==> config.mk <==
export PLATFORM = sky130hd
export DESIGN_NAME = lpht_hash
export DESIGN_NICKNAME = d
export VERILOG_FILES = /design/src/rtl/core/lpht_pkg.sv /design/src/rtl/core/lpht_hash.sv
export SDC_FILE = /design/constraint.sdc
export NUM_CORES = 2
export LEC_CHECK = 0
export CORE_ASPECT_RATIO = 0.9
export CORE_MARGIN = 2
export CORE_UTILIZATION = 35
export CTS_BUF_LIST = sky130_fd_sc_hd__clkbuf_4
export DETAILED_ROUTE_END_ITERATION = 7
export DONT_BUFFER_PORTS = 1
export SKIP_LAST_GASP = 1
export SLEW_MARGIN = 20
export SYNTH_ARGS = -nofsm -noshare
export SYNTH_HDL_FRONTEND = slang
export SYNTH_SLANG_ARGS = --single-unit
==> constraint.sdc <==
create_clock -name i_clk -period 11.51 [get_ports i_clk]
set_input_delay 1.151 -clock i_clk [delete_from_list [all_inputs] [get_ports i_clk]]
set_output_delay 1.151 -clock i_clk [all_outputs]
set_load 0.02 [all_outputs]
==> src/rtl/core/lpht_pkg.sv <==
// ----------------------------------------------------------------------------
// lpht_pkg : shared types and constants of the linear probe hash table
// Field widths, command and register codes, hash request bundle.
// ----------------------------------------------------------------------------
package lpht_pkg;

    localparam int TABLE_DEPTH_DEF = 1024;

    localparam int KEY_W      = 31;
    localparam int MULT_W     = 16;
    localparam int ADD_W      = 16;
    localparam int SIZE_W     = 11;
    localparam int CNT_W      = 11;
    localparam int PROD_W     = MULT_W + KEY_W;     // a * key
    localparam int SUM_W      = PROD_W + 1;         // a * key + c
    localparam int STEP_BITS  = 4;                  // remainder bits per cycle
    localparam int SUM_STEPS  = SUM_W / STEP_BITS;
    localparam int STEP_CNT_W = $clog2(SUM_STEPS);

    localparam int CFG_IDX_W  = 2;
    localparam int CFG_DATA_W = 16;

    localparam logic [CFG_IDX_W-1:0] CFG_MULT_A     = 2'd0;
    localparam logic [CFG_IDX_W-1:0] CFG_ADD_C      = 2'd1;
    localparam logic [CFG_IDX_W-1:0] CFG_TABLE_SIZE = 2'd2;

    localparam logic CMD_INSERT = 1'b0;
    localparam logic CMD_FIND   = 1'b1;

    typedef struct packed {
        logic [KEY_W-1:0]  key;
        logic [MULT_W-1:0] mult_a;
        logic [ADD_W-1:0]  add_c;
    } t_hash_req;

endpackage

==> src/rtl/core/lpht_hash.sv <==
// ----------------------------------------------------------------------------
// lpht_hash : home slot unit
// (a*key + c) mod m: one multiply, one add, then a restoring remainder
// taking STEP_BITS dividend bits per cycle.
// ----------------------------------------------------------------------------
module lpht_hash
    import lpht_pkg::*;
#(
    parameter int TABLE_DEPTH = TABLE_DEPTH_DEF,
    localparam int AW = $clog2(TABLE_DEPTH),
    localparam int MW = AW + 1
) (
    input  logic          i_clk,
    input  logic          i_rst_n,
    input  logic          i_start,
    input  t_hash_req     i_req,
    input  logic [MW-1:0] i_m,       // held stable while busy
    output logic          o_done,
    output logic [AW-1:0] o_home
);
    typedef enum logic [3:0] {
        H_IDLE = 4'b0001,
        H_MUL  = 4'b0010,
        H_ADD  = 4'b0100,
        H_DIV  = 4'b1000
    } t_hstate;

    t_hstate               r_state, n_state;
    t_hash_req             r_req;
    logic [PROD_W-1:0]     r_prod;
    logic [SUM_W-1:0]      r_dvd, n_dvd;
    logic [MW-1:0]         r_rem, n_rem;
    logic [STEP_CNT_W-1:0] r_cnt;
    logic                  r_done;
    logic [MW:0]           trial;

    // STEP_BITS restoring steps; remainder stays below m throughout
    always_comb begin
        n_rem = r_rem;
        n_dvd = r_dvd;
        trial = '0;
        for (int i = 0; i < STEP_BITS; i++) begin
            trial = {n_rem, n_dvd[SUM_W-1]};
            n_dvd = {n_dvd[SUM_W-2:0], 1'b0};
            if (trial >= {1'b0, i_m}) begin
                trial = trial - {1'b0, i_m};
            end
            n_rem = trial[MW-1:0];
        end
    end

    always_comb begin
        n_state = r_state;
        case (r_state)
            H_IDLE: if (i_start) n_state = H_MUL;
            H_MUL:  n_state = H_ADD;
            H_ADD:  n_state = H_DIV;
            H_DIV:  if (r_cnt == STEP_CNT_W'(SUM_STEPS - 1)) n_state = H_IDLE;
            default: n_state = H_IDLE;
        endcase
    end

    always_ff @(posedge i_clk) begin
        if (!i_rst_n) begin
            r_state <= H_IDLE;
            r_done  <= 1'b0;
            r_cnt   <= '0;
        end else begin
            r_state <= n_state;
            r_done  <= (r_state == H_DIV) && (r_cnt == STEP_CNT_W'(SUM_STEPS - 1));
            if (r_state == H_DIV) begin
                r_cnt <= r_cnt + STEP_CNT_W'(1);
            end else begin
                r_cnt <= '0;
            end
        end
    end

    always_ff @(posedge i_clk) begin
        case (r_state)
            H_IDLE: begin
                if (i_start) r_req <= i_req;
            end
            H_MUL: begin
                r_prod <= PROD_W'(r_req.mult_a) * PROD_W'(r_req.key);
            end
            H_ADD: begin
                r_dvd <= SUM_W'(r_prod) + SUM_W'(r_req.add_c);
                r_rem <= '0;
            end
            H_DIV: begin
                r_dvd <= n_dvd;
                r_rem <= n_rem;
            end
            default: ;
        endcase
    end

    assign o_done = r_done;
    assign o_home = r_rem[AW-1:0];
endmodule

# Word-level counts from Yosys, hierarchy flattened
# Index checks and enable logic that the tools add are counted.
[classes]
n_addsub = 6
multipliers = 1
magnitude_cmp = 4
eq_ne = 7
n_mux = 9
reduce_logical = 5
[op_table]
columns = ["operator", "count"]
rows = [
  ["48-bit one-hot mux with 2 select lines", 1],
  ["47-bit by 16-bit adder with 48-bit output", 1],
  ["12-bit by 11-bit greater-or-equal comparator with 1-bit output", 4],
  ["16-bit by 31-bit multiplier with 47-bit output", 1],
  ["11-bit two-way mux", 4],
  ["11-bit subtractor", 4],
  ["11-bit one-hot mux with 2 select lines", 1],
  ["4-bit one-hot mux with 4 select lines", 1],
  ["4-bit equality test, second input constant", 2],
  ["4-bit two-way mux", 2],
  ["2-bit AND reduction", 3],
  ["4-bit by 1-bit adder with 4-bit output, second input constant", 1],
  ["4-bit by 1-bit equality test with 1-bit output, second input constant", 1],
  ["4-bit by 2-bit equality test with 1-bit output, second input constant", 1],
  ["4-bit by 3-bit equality test with 1-bit output, second input constant", 1],
  ["2-bit inequality test, second input constant", 2],
  ["2-bit nonzero test", 1],
  ["1-bit logical AND", 1],
]
[word_totals]
regBits = 178
input_bits = 77
out_inout_bits = 11
wordCells = 41

# Logic depth before layout (Yosys ltp)
[logic_depth]
depth_word = 9
depth_mapped = 44

# Worst setup path after synthesis
# OpenSTA, ideal clock, no wires.
[synth_timing]
path_kind = "input -> register"
from = "in i_m[0]"
to = "reg r_rem[9] (data pin)"
setup_ps = 147
arrival_time_ps = 9435
t_required_ps = 11363
slack_ps = 1928
cell_stages = 40
path_buffers = 3
cell_sequence = "ha_1 > fa_1 > nand2b_1 > a21oi_1 > o21a_1 > o2111a_2 > or2_1 > buf_6 > a21oi_1 > fa_1 > a211oi_1 > o21bai_1 > a211oi_1 > o31ai_1 > a311oi_1 > nand2_1 > buf_4 > mux2_2 > [4 not listed] > a31oi_1 > o31ai_1 > a211oi_2 > a21bo_2 > buf_2 > a21oi_1 > inv_1 > fa_1 > nor2b_1 > o21ai_0 > a21boi_0 > o21ai_0 > o21ai_0 > o21ai_0 > nand2b_1 > a221oi_2 > or3b_2 > a21oi_1"
[synth_via]
elab_chain_len = 9
[synth_lines]
columns = ["element", "line", "text"]
rows = [
  ["start, declared", "lpht_hash.sv:17", "input logic [MW-1:0] i_m,"],
  ["11-bit subtractor or 12-bit by 11-bit greater-or-equal comparator with 1-bit output (tied branches)", "lpht_hash.sv:46, lpht_hash.sv:45", ""],
  ["11-bit two-way mux", "lpht_hash.sv:45", "if (trial >= {1'b0, i_m}) begin"],
  ["11-bit subtractor or 12-bit by 11-bit greater-or-equal comparator with 1-bit output (tied branches)", "lpht_hash.sv:46, lpht_hash.sv:45", ""],
  ["11-bit two-way mux", "lpht_hash.sv:45", ""],
  ["11-bit subtractor or 12-bit by 11-bit greater-or-equal comparator with 1-bit output (tied branches)", "lpht_hash.sv:46, lpht_hash.sv:45", ""],
  ["11-bit two-way mux", "lpht_hash.sv:45", ""],
  ["11-bit subtractor or 12-bit by 11-bit greater-or-equal comparator with 1-bit output (tied branches)", "lpht_hash.sv:46, lpht_hash.sv:45", ""],
  ["11-bit two-way mux *", "lpht_hash.sv:45", ""],
  ["11-bit one-hot mux with 2 select lines *", "lpht_hash.sv:80", "case (r_state)"],
  ["end signal, assigned", "lpht_hash.sv:93", "r_rem <= n_rem;"],
  ["end, declared", "lpht_hash.sv:32", "logic [MW-1:0] r_rem, n_rem;"],
]
# Every way passes the cells marked *; elsewhere a longest branch is shown, timed or not.
# A chain may end at the register's enable or synchronous reset.

# Worst setup path after layout
[layout_timing]
from = "reg r_rem[0]"
to = "reg r_rem[7] (data pin)"
[layout_via]
elab_chain_len = 9
[layout_lines]
columns = ["element", "line"]
rows = [
  ["11-bit subtractor or 12-bit by 11-bit greater-or-equal comparator with 1-bit output (tied branches)", "lpht_hash.sv:46, lpht_hash.sv:45"],
  ["11-bit two-way mux *", "lpht_hash.sv:45"],
  ["11-bit subtractor or 12-bit by 11-bit greater-or-equal comparator with 1-bit output (tied branches)", "lpht_hash.sv:46, lpht_hash.sv:45"],
  ["11-bit two-way mux *", "lpht_hash.sv:45"],
  ["11-bit subtractor or 12-bit by 11-bit greater-or-equal comparator with 1-bit output (tied branches)", "lpht_hash.sv:46, lpht_hash.sv:45"],
  ["11-bit two-way mux *", "lpht_hash.sv:45"],
  ["11-bit subtractor or 12-bit by 11-bit greater-or-equal comparator with 1-bit output (tied branches)", "lpht_hash.sv:46, lpht_hash.sv:45"],
  ["11-bit two-way mux *", "lpht_hash.sv:45"],
  ["11-bit one-hot mux with 2 select lines *", "lpht_hash.sv:80"],
]
# Marks and branches as above.

==> impl_metrics.yaml <==
clocking:
  clock-sinks: 178
  h-tree-depth: 4
  clock_latency_ps: 740
  root_buffer: "clkbuf_4"
  clk_pin_slew_ps: 180
  ctsResizeCount: 0
  post_cts_buffers: 0
  holdBufCountCts: 0
  numCtsBuffers: 17
  cts_tree: "yes"
  clock_path_buffers: 2
layout:
  area_growth_pct: 4.893
  multiInputGateArea_mm2: 0.01773
  nets: 3199
  nFillCells: 7008
  register_area_mm2: 0.005255
  drive_above_1_share: 0.03731
  fin_cells: 3489
setup_path:
  crit_start: "r_rem[0]"
  crit_type: "register to register"
  cp-end-kind: "register"
  start_kind: "register"
  cpMaxStageDelayCell: "edfxtp_1"
  critPathMaxStageDelay_ps: 580
  path_common_cell: "o21ai_0"
  critPathMaxFanout: 13
  worstReg2RegStart: "r_rem[0]"
  cp.required_ps: 12010
  cp.arrival_ps: 10470
  rrSetupSlack_ps: 1540
synthesis:
  synth_nets: 3263
  synthFlopType: "edfxtp_1"
  ys_ff_latch: 178
  synthesis.area_mm2: 0.02501
  syn_inst: 2597
  ys_async_sr_fraction: 0
  synth.avg_cell_area_um2: 9.630
  yosysWarnings: 0
  synthDistinctLibCells: 71
  synth-seq-area-share: 0.2101
  synth-edff-count: 169
floorplanning:
  rows: 92
  core_mm2: 0.07033
  ioPinCount: 88
  die_x_um: 285.8
  chipHeight_um: 257.6
  start_util: 0.3556
  die_area_mm2: 0.07361
timing:
  slew_headroom: 0.4308
  min_period_ps: 9972
  worst_pin_slew_ps: 853.8
  skew_ps: 33.05
  tns_ps: 0
  setup_viol: 0
  finalHoldViolCount: 0
  slew_viol_final: 0
  fin_crit_sh: 0.8664
  max_freq_mhz: 100.3
  hold_slack_ps: 464.5
  rsz0062_at_grt: "false"
  fin_ws_ps: 1538
hold_path:
  hold_path_class: "register to register"
  worstHoldStart: "r_cnt[0]"
global_route:
  grt_pass1_vias: 17784
  antenna_found_initial: 2
  grt_start_max_net_pins: 74
  grt_overflow: 0
  grt_pass1_wl_um: 97390
  groute.usage.overall: 0.1687
flow_run:
  cap_violations: 0
placed_design:
  port_buffers: 0
  pre_cts_ws_ps: 838.8
  dp_cells: 3454
  place_congestion: 0.8540
  hpwl_um: 44490
route:
  dr.pass1.iters: 5
  ant_nets: 0
  first_iter_violations: 1246
  drc_errors: 0
  drt_wl_total_um: 59930
  viasPerCell: 4.941
  vias: 17240
  post_drt_wl_per_cell_um: 17.18
outcome:
  status: "completed"
==> cells in the final DEF, fill, tap and decap left out, types with 41 or more instances in the layout <==
cell type,instances
a21o_1,41
a21oi_1,87
and2_1,165
edfxtp_1,169
fa_1,409
ha_1,180
inv_1,418
nand2_1,433
nor2_1,86
o21ai_0,88
xnor2_1,83
==> layout make-up <==
| type | count | share of cell area |
|---|---|---|
| clock inverters | 14 | 0.005580 |
| diodes | 3 | 0.0002862 |
| flip-flops and latches | 178 | 0.2003 |
| repair buffers | 28 | 0.008013 |
| clock buffers | 18 | 0.005151 |
| well taps | 940 | 0.04483 |
| multi-input cells | 1889 | 0.6759 |
| inverters | 419 | 0.05995 |
==> registers in the layout, indices dropped and copies added (netlist names) <==
signal and cells:
r_req 63, r_dvd 48, r_prod 47, r_rem 11, r_cnt 4, r_state 4, o_done 1
==> metrics by stage <==
stage | cell area, um2 | utilization
6_report | 26230 | 0.3730
3_3_place_gp | 25940 | 0.3689
2_1_floorplan | 25010 | -
5_1_grt | 26230 | 0.3730
4_1_cts | 26230 | 0.3729
3_5_place_dp | 25940 | 0.3689
==> metal layers <==
layer  part of all wire  wire, um  global-route usage  vias up
met5                  0         0                   0        -
met2               0.44     26180              0.2562      545
met1               0.48     28660              0.2437     8538
met4             0.0075       451             0.02589        0
met3              0.077      4640             0.04779       26
li1                   -         -                   -     8131
==> critical path: cells and delay by family (launching register included) <==
| kind | cells | cell delay [ps] |
|---|---|---|
| adders and majority gates | 4 | 1560 |
| AOI/OAI and AO/OA | 21 | 4780 |
| and+or+nand+nor | 7 | 1190 |
| buffers and inverters | 4 | 720 |
| muxes | 3 | 910 |
| DFF | 1 | 580 |
==> final timing paths <==
kind,end,cells after the start
worst min-delay path,r_cnt[0],1
worst max-delay path,r_rem[7],39
worst min register to register,r_cnt[0],1
worst max register to register,r_rem[7],39
==> cell usage after synthesis, types with 9 or more instances <==
| master | instances | area share |
|---|---|---|
| a31oi_1 | 10 | 0.0025 |
| o21a_1 | 13 | 0.0039 |
| clkbuf_1 | 95 | 0.014 |
| buf_4 | 11 | 0.0033 |
| a21o_1 | 41 | 0.012 |
| nand2_1 | 433 | 0.065 |
| a21oi_1 | 87 | 0.017 |
| and2_1 | 165 | 0.041 |
| ha_1 | 180 | 0.090 |
| nand3_1 | 21 | 0.0042 |
| mux2_2 | 19 | 0.0086 |
| inv_1 | 419 | 0.063 |
| nor2b_1 | 16 | 0.0040 |
| dfxtp_1 | 9 | 0.0072 |
| fa_1 | 409 | 0.33 |
| a211oi_1 | 13 | 0.0039 |
| nor2_1 | 86 | 0.013 |
| and3_1 | 19 | 0.0048 |
| mux2i_1 | 14 | 0.0056 |
| nand4_1 | 10 | 0.0025 |
| xnor2_1 | 83 | 0.029 |
| nand2b_1 | 19 | 0.0048 |
| edfxtp_1 | 169 | 0.20 |
| o21ai_0 | 88 | 0.018 |
| nor3_1 | 32 | 0.0064 |
| xor2_1 | 29 | 0.010 |
==> cells by family after synthesis <==
family / synth area share
AO/OA/AOI/OAI: 0.07845
XOR/XNOR: 0.03922
adder cells (fa/ha/maj): 0.4175
buffers and inverters: 0.08190
flip-flops: 0.2101
multiplexers: 0.01471
AND/OR/NAND/NOR: 0.1581
Power is left out: the tool's default activity adds up to more than one toggle a clock period on the data nets, which glitch-free logic cannot reach.
